**src/sha_pkg.sv**
```systemverilog
// Package for the streaming SHA-256 block: types, constants and round functions.
// No dependencies.
package sha_pkg;
    typedef enum logic [2:0] {
        ST_IDLE, ST_ROUND, ST_FOLD, ST_PAD, ST_OUT
    } t_state;

    localparam logic [7:0]  PAD_MARK = 8'h80;
    localparam logic [5:0]  LEN_POS  = 6'd56;

    typedef logic [31:0] t_word;

    function automatic t_word round_k(input logic [5:0] i);
        t_word k [64] = '{
            32'h428a2f98, 32'h71374491, 32'hb5c0fbcf, 32'he9b5dba5, 32'h3956c25b,
            32'h59f111f1, 32'h923f82a4, 32'hab1c5ed5, 32'hd807aa98, 32'h12835b01,
            32'h243185be, 32'h550c7dc3, 32'h72be5d74, 32'h80deb1fe, 32'h9bdc06a7,
            32'hc19bf174, 32'he49b69c1, 32'hefbe4786, 32'h0fc19dc6, 32'h240ca1cc,
            32'h2de92c6f, 32'h4a7484aa, 32'h5cb0a9dc, 32'h76f988da, 32'h983e5152,
            32'ha831c66d, 32'hb00327c8, 32'hbf597fc7, 32'hc6e00bf3, 32'hd5a79147,
            32'h06ca6351, 32'h14292967, 32'h27b70a85, 32'h2e1b2138, 32'h4d2c6dfc,
            32'h53380d13, 32'h650a7354, 32'h766a0abb, 32'h81c2c92e, 32'h92722c85,
            32'ha2bfe8a1, 32'ha81a664b, 32'hc24b8b70, 32'hc76c51a3, 32'hd192e819,
            32'hd6990624, 32'hf40e3585, 32'h106aa070, 32'h19a4c116, 32'h1e376c08,
            32'h2748774c, 32'h34b0bcb5, 32'h391c0cb3, 32'h4ed8aa4a, 32'h5b9cca4f,
            32'h682e6ff3, 32'h748f82ee, 32'h78a5636f, 32'h84c87814, 32'h8cc70208,
            32'h90befffa, 32'ha4506ceb, 32'hbef9a3f7, 32'hc67178f2};
        return k[i];
    endfunction

    function automatic t_word init_vec(input logic [2:0] i);
        t_word v [8] = '{32'h6a09e667, 32'hbb67ae85, 32'h3c6ef372, 32'ha54ff53a,
                         32'h510e527f, 32'h9b05688c, 32'h1f83d9ab, 32'h5be0cd19};
        return v[i];
    endfunction

    function automatic t_word ror(input t_word x, input int n);
        return (x >> n) | (x << (32 - n));
    endfunction
endpackage

```
**src/sha_round.sv**
```systemverilog
// One SHA-256 round with in-place message schedule; shared by all 64 rounds.
// Depends on sha_pkg.
module sha_round (
    input  sha_pkg::t_word i_v [8],
    input  sha_pkg::t_word i_w [16],
    input  logic [5:0]     i_idx,
    output sha_pkg::t_word o_v [8],
    output sha_pkg::t_word o_w [16]
);
    import sha_pkg::*;
    t_word s0, s1, big0, big1, ch, maj, t1, wnew;

    always_comb begin
        // window holds sched[i..i+15]; w[0] is this round's word
        s0   = ror(i_w[1], 7) ^ ror(i_w[1], 18) ^ (i_w[1] >> 3);
        s1   = ror(i_w[14], 17) ^ ror(i_w[14], 19) ^ (i_w[14] >> 10);
        wnew = i_w[0] + s0 + i_w[9] + s1;
        big1 = ror(i_v[4], 6) ^ ror(i_v[4], 11) ^ ror(i_v[4], 25);
        ch   = (i_v[4] & i_v[5]) ^ (~i_v[4] & i_v[6]);
        t1   = i_v[7] + big1 + ch + round_k(i_idx) + i_w[0];
        big0 = ror(i_v[0], 2) ^ ror(i_v[0], 13) ^ ror(i_v[0], 22);
        maj  = (i_v[0] & i_v[1]) ^ (i_v[0] & i_v[2]) ^ (i_v[1] & i_v[2]);
        o_v[7] = i_v[6]; o_v[6] = i_v[5]; o_v[5] = i_v[4];
        o_v[4] = i_v[3] + t1;
        o_v[3] = i_v[2]; o_v[2] = i_v[1]; o_v[1] = i_v[0];
        o_v[0] = t1 + big0 + maj;
        for (int j = 0; j < 15; j++) o_w[j] = i_w[j + 1];
        o_w[15] = wnew;
    end
endmodule

```
**src/sha256_stream_hash.sv**
```systemverilog
// Top level of the streaming SHA-256 hasher: word packing, padding sequencer, output.
// Depends on sha_pkg and sha_round.
//
// Message words enter big-endian, one beat per word; the word flagged last
// carries 0..4 valid leading bytes (5..7 count as 4). Each completed 64-byte
// block is folded by a single round unit used once per cycle: 64 rounds,
// then a fold step that adds the result into the chaining value. After the
// last word the padding and length are appended one word per cycle, giving
// one or two more blocks, and then the eight digest words leave on the output
// channel, word 0 first, digest_done set on word 7. The input is not ready
// while a block is being compressed, padded or emitted. No clearing pass
// after reset.
module sha256_stream_hash (
    input  logic        i_clk,
    input  logic        i_rst_n,
    input  logic        i_valid,
    output logic        o_ready,
    input  logic [31:0] i_message_word,
    input  logic [2:0]  i_byte_count,
    input  logic        i_last_word,
    output logic        o_valid,
    input  logic        i_ready,
    output logic [31:0] o_digest_word,
    output logic        o_digest_done
);
    import sha_pkg::*;

    t_state      r_state, n_state;
    t_word       r_h [8];
    t_word       r_v [8];
    t_word       r_w [16];
    t_word       rv_n [8];
    t_word       rw_n [16];
    logic [5:0]  r_cnt;      // round index
    logic [3:0]  r_fill;     // words in buffer
    logic [63:0] r_bits;
    logic [63:0] r_len;      // latched length for padding
    logic [3:0]  r_pad;      // length phase: 1 pending, 2 high half placed, 0 done
    logic        r_mark;     // 0x80 already placed
    logic        r_final;    // current compression belongs to padding
    logic [2:0]  r_oidx;

    sha_round u_round (.i_v(r_v), .i_w(r_w), .i_idx(r_cnt), .o_v(rv_n), .o_w(rw_n));

    logic [2:0]  cnt_sat;
    t_word       last_w;
    t_word       pad_w;
    logic        acc;

    always_comb begin
        cnt_sat = (i_byte_count > 3'd4) ? 3'd4 : i_byte_count;
        unique case (cnt_sat)
            3'd0:    last_w = {PAD_MARK, 24'h0};
            3'd1:    last_w = {i_message_word[31:24], PAD_MARK, 16'h0};
            3'd2:    last_w = {i_message_word[31:16], PAD_MARK, 8'h0};
            3'd3:    last_w = {i_message_word[31:8], PAD_MARK};
            default: last_w = i_message_word;
        endcase
        // pad words: mark (if not placed), zeros, then length at words 14, 15;
        // a mark in word 14 pushes the length into the next block
        priority if (!r_mark)                      pad_w = {PAD_MARK, 24'h0};
        else if (r_fill == 4'd14)                  pad_w = r_len[63:32];
        else if (r_fill == 4'd15 && r_pad == 4'd2) pad_w = r_len[31:0];
        else                                       pad_w = '0;
    end

    assign o_ready = (r_state == ST_IDLE);
    assign acc     = i_valid && o_ready;
    assign o_valid = (r_state == ST_OUT);
    assign o_digest_word = r_h[r_oidx];
    assign o_digest_done = (r_oidx == 3'd7);

    always_comb begin
        n_state = r_state;
        unique case (r_state)
            ST_IDLE:  if (acc) begin
                // a full buffer always compresses first, mark or not
                if (r_fill == 4'd15)  n_state = ST_ROUND;
                else if (i_last_word) n_state = ST_PAD;
            end
            ST_PAD:   if (r_fill == 4'd15) n_state = ST_ROUND;
            ST_ROUND: if (r_cnt == 6'd63) n_state = ST_FOLD;
            ST_FOLD:  n_state = (r_final && r_mark && r_pad == 4'd0) ? ST_OUT
                              : (r_final ? ST_PAD : ST_IDLE);
            ST_OUT:   if (i_ready && r_oidx == 3'd7) n_state = ST_IDLE;
            default:  n_state = ST_IDLE;
        endcase
    end

    // r_pad != 0 flags that the length still has to be written
    always_ff @(posedge i_clk) begin
        if (!i_rst_n) begin
            r_state <= ST_IDLE;
            r_fill  <= '0;
            r_bits  <= '0;
            r_cnt   <= '0;
            r_mark  <= 1'b0;
            r_final <= 1'b0;
            r_pad   <= '0;
            r_oidx  <= '0;
            for (int j = 0; j < 8; j++) r_h[j] <= init_vec(3'(j));
        end else begin
            r_state <= n_state;
            unique case (r_state)
                ST_IDLE: if (acc) begin
                    r_w[r_fill] <= i_last_word ? last_w : i_message_word;
                    r_fill <= r_fill + 4'd1;
                    if (i_last_word) begin
                        r_len   <= r_bits + {58'd0, cnt_sat, 3'd0};
                        r_mark  <= (cnt_sat != 3'd4);
                        r_final <= 1'b1;
                        r_pad   <= 4'd1;
                    end else begin
                        r_bits <= r_bits + 64'd32;
                    end
                    r_v <= r_h;
                    r_cnt <= '0;
                end
                ST_PAD: begin
                    r_w[r_fill] <= pad_w;
                    r_fill <= r_fill + 4'd1;
                    r_mark <= 1'b1;
                    if (r_fill == 4'd14 && r_mark) r_pad <= 4'd2;
                    else if (r_fill == 4'd15 && r_pad == 4'd2) r_pad <= 4'd0;
                    r_v <= r_h;
                    r_cnt <= '0;
                end
                ST_ROUND: begin
                    r_v <= rv_n;
                    r_w <= rw_n;
                    r_cnt <= r_cnt + 6'd1;
                end
                ST_FOLD: begin
                    for (int j = 0; j < 8; j++) r_h[j] <= r_h[j] + r_v[j];
                    if (r_final && r_mark && r_pad == 4'd0) r_oidx <= '0;
                end
                ST_OUT: if (i_ready) begin
                    r_oidx <= r_oidx + 3'd1;
                    if (r_oidx == 3'd7) begin
                        for (int j = 0; j < 8; j++) r_h[j] <= init_vec(3'(j));
                        r_bits  <= '0;
                        r_fill  <= '0;
                        r_final <= 1'b0;
                        r_mark  <= 1'b0;
                    end
                end
                default: ;
            endcase
        end
    end
endmodule

```
**config.mk**
```make
export PLATFORM = sky130hd
export DESIGN_NAME = sha256_stream_hash
export DESIGN_NICKNAME = d
export VERILOG_FILES = /design/src/sha_pkg.sv /design/src/sha_round.sv /design/src/sha256_stream_hash.sv
export SDC_FILE = /design/constraint.sdc
export NUM_CORES = 2
export LEC_CHECK = 0
export CAP_MARGIN = 10
export CORE_MARGIN = 2
export CORE_UTILIZATION = 37
export CTS_CLUSTER_SIZE = 20
export DETAILED_ROUTE_END_ITERATION = 8
export DONT_BUFFER_PORTS = 1
export PLACE_DENSITY_LB_ADDON = 0.25
export SETUP_SLACK_MARGIN = 0.2
export SLEW_MARGIN = 10
export SYNTH_ARGS = -nofsm -noshare
export SYNTH_HDL_FRONTEND = slang
export SYNTH_HIERARCHICAL = 1
export SYNTH_SLANG_ARGS = --single-unit
```
**constraint.sdc**
```tcl
create_clock -name i_clk -period 11 [get_ports i_clk]
set_input_delay 3.3 -clock i_clk [delete_from_list [all_inputs] [get_ports i_clk]]
set_output_delay 3.3 -clock i_clk [all_outputs]
set_load 0.005 [all_outputs]
```
==> metrics.md <==
| Metric | Value |
|---|---|
| Status | `completed` |
| Hold Crit Class | `flop to flop` |
| Die H | `491 µm` |
| Multiplexer share of the synthesized area | `6.98%` |
| Post-CTS Hold Buffers | `0` |
| Relative slew slack | `10.5%` |
| Max FO, Critical Path | `12` |
| Synth Register Bits | `1,164` |
| Syn_area_per_cell | `9.42 µm²` |
| Max-Cap Viols | `0` |
| CP Class | `flop to flop` |
| Setup TNS | `0 ns` |
| Sequential share of the synthesized area | `36.0%` |
| Total CTS buffers | `142` |
| CP arrival | `10.76 ns` |
| FP Rows | `178` |
| Area contributors post-synth | `edfxtp_1 (28%), dfxtp_1 (7.6%), buf_4 (5.7%), ha_1 (5.7%), a21oi_1 (4.8%)` |
| Vias | `70,600` |
| Worst Clk Skew | `0.0688 ns` |
| Finished Cell Area | `90,700 µm²` |
| GR Overflow Total | `0` |
| Seq. cell area | `31,600 µm²` |
| Complex-gate fraction of the synthesized area | `18.3%` |
| Antenna violations before repair | `7` |
| H-tree Lvls | `4` |
| Area leader, netlist | `edfxtp_1` |
| Global-route wire length before repair | `464,000 µm` |
| Flop-to-flop setup slack | `0.82 ns` |
| CP peak stage delay | `0.55 ns` |
| Synthesis-to-finish area growth | `3.30%` |
| Top cells by count, synth | `a21oi_1 (843), edfxtp_1 (829), buf_4 (672), nand2_1 (583), clkbuf_1 (521)` |
| Largest family of logic cells by synthesized area | `compound AO/OA/AOI/OAI gates` |
| F_max | `98.3 MHz` |
| Count leader, synth | `a21oi_1` |
| Post-Syn Nets | `9,955` |
| Critical path's slowest cell | `fa_1` |
| Post-synth top flop | `edfxtp_1` |
| Period utilization | `92.5%` |
| Die footprint | `241,000 µm²` |
| Number of flops mapped to enable cells by yosys | `829` |
| CTS Sinks | `1,164` |
| CP dominant cell by count | `fa_1` |
| Number of setup violations in the final report | `0` |
| Clock Latency Late Sink | `0.86 ns` |
| Fillers | `23,500` |
| Xor/xnor share of the synthesized area | `6.75%` |
| Largest net degree at the start of global routing | `204` |
| Syn Inst Count | `9,321` |
| Hpwl dp | `225,000 µm` |
| Final worst path period need | `10.18 ns` |
| Synth unique cells | `94` |
| Final hold violations | `0` |
| Multi-input logic area | `47,900 µm²` |
| Util after Layout | `38.5%` |
| Synth Area in Adders | `10.3%` |
| DR pass1 iterations | `8` |
| Vias per inst | `6.07` |
| Asr flop ratio synth | `0%` |
| Post-synth top area share | `28.4%` |
| Post-CTS setup buffer count | `0` |
| RSZ-0062 raised after global routing | `false` |
| Root Driver | `clkbuf_16` |
| Post-DR wirelength/cell | `27.6 µm` |
| Worst-path clk slew | `0.06 ns` |
| I/O pin cnt | `75` |
| Worst Setup Start Kind | `flop` |
| CTS tree | `built` |
| Initial core utilization | `37.3%` |
| Simple logic cell fraction of the synthesized area | `11.9%` |
| Port bufs | `0` |
| Quantity of gates resized following cts | `0` |
| Number of global-route vias before repair | `66,700` |
| Core Region | `236,000 µm²` |
| Gp weighted congestion | `0.961` |
| Detail Route Antenna Nets | `0` |
| Synth warnings | `6` |
| Mapped cell area | `87,800 µm²` |
| Final net count | `8,988` |
| Slew Viols, Final | `0` |
| Worst Max-Slew Pin Slew | `1.34 ns` |
| Worst Path Required | `11.58 ns` |
| GRT Total Usage | `25.6%` |
| Crit. End Element | `flop` |
| Die Span X | `491 µm` |
| Residual DRC | `0` |
| Area post-placement | `85,900 µm²` |
| Largest buffer count on any clock path | `3` |
| Final Routed Wirelength | `321,000 µm` |
| Iter 0 DRT Violations | `8,211` |
| Fraction of layout cells with a size suffix above 1 | `9.42%` |
[through the flow]
stage                     setup slack, ns  std cells  hold slack, ns
final                               0.825      11600           0.481
after detailed placement            0.698      11400           0.474
after global routing                0.231      11600           0.502
after CTS                           0.608      11600           0.482
after floorplan                      1.50       9321           0.450
after global placement              0.684      11400           0.461
[cells in the final DEF, fill, tap and decap left out, drive strengths merged, types with 20 or more instances in the layout]
master	instances
dfxtp	335
xor2	277
and2	42
a21oi	847
a211oi	44
mux4	71
nor2	479
o21a	47
xnor2	394
or3	39
mux2i	113
o32ai	28
a31oi	64
fa	195
o22ai	450
o31ai	25
o211ai	37
o21ai	525
o21bai	59
nand3	240
nand2	583
nand4	62
buf	129
a211o	20
nor3	78
nand2b	63
mux2	302
ha	399
clkinv	71
a221oi	33
inv	378
clkbuf	183
nor2b	48
a22oi	92
edfxtp	829
a21o	196
and3	429
[sequential cells by signal (all words and copies together) (netlist names)]
| signal | cells |
|---|---|
| r_w | 512 |
| r_h | 256 |
| r_v | 256 |
| r_len | 61 |
| r_bits | 59 |
| r_cnt | 6 |
| r_fill | 4 |
| r_oidx | 3 |
| r_state | 3 |
| r_pad | 2 |
| r_final | 1 |
| r_mark | 1 |
[final timing paths]
kind                              start                    to  cells past startpoint
setup / recovery  r_cnt[0]$_SDFFE_PN0P_    r_v[252]$_DFFE_PP_                     35
setup reg to reg  r_cnt[0]$_SDFFE_PN0P_    r_v[252]$_DFFE_PP_                     35
hold / removal     r_h[90]$_SDFFE_PN0P_  r_h[90]$_SDFFE_PN0P_                      2
hold reg to reg    r_h[90]$_SDFFE_PN0P_  r_h[90]$_SDFFE_PN0P_                      2
[worst max-delay path, delay by kind of cell, from the launching register on]
kind,cells,cell delay (ns)
AO/OA/AOI/OAI,13,3.05
XOR/XNOR,1,0.25
adder cells (fa/ha/maj),8,3.52
buffers and inverters,6,0.80
flip-flops,1,0.33
multiplexers,2,0.79
AND/OR/NAND/NOR,5,1.16
[logic make-up after synthesis]
| family | count (synthesis) |
|---|---|
| xor gates and xnor gates | 673 |
| and+or+nand+nor | 2140 |
| DFF | 1164 |
| buffers and inverters | 1618 |
| adders and majority gates | 613 |
| muxes | 486 |
| other | 1 |
| AOI/OAI and AO/OA | 2626 |
[cell type report]
class / count / area share (%)
multi-input combinational: 6539 / 52.8
sequential: 1164 / 34.9
tap: 3150 / 4.35
clock buffer: 182 / 4.24
inverter: 377 / 1.58
timing repair buffer: 130 / 1.18
clock inverter: 82 / 0.969
antenna: 1 / 0.00276
[routing by layer]
metal | global-route usage, % | part of all wire, %
met3 | 4.59 | 8.9
met2 | 39.1 | 44
met1 | 36.2 | 43
met5 | 0 | 0.0037
met4 | 8.78 | 3.7
Power is not shown: default switching activity piles up to over one toggle a cycle in this logic, so the estimate is an artifact.
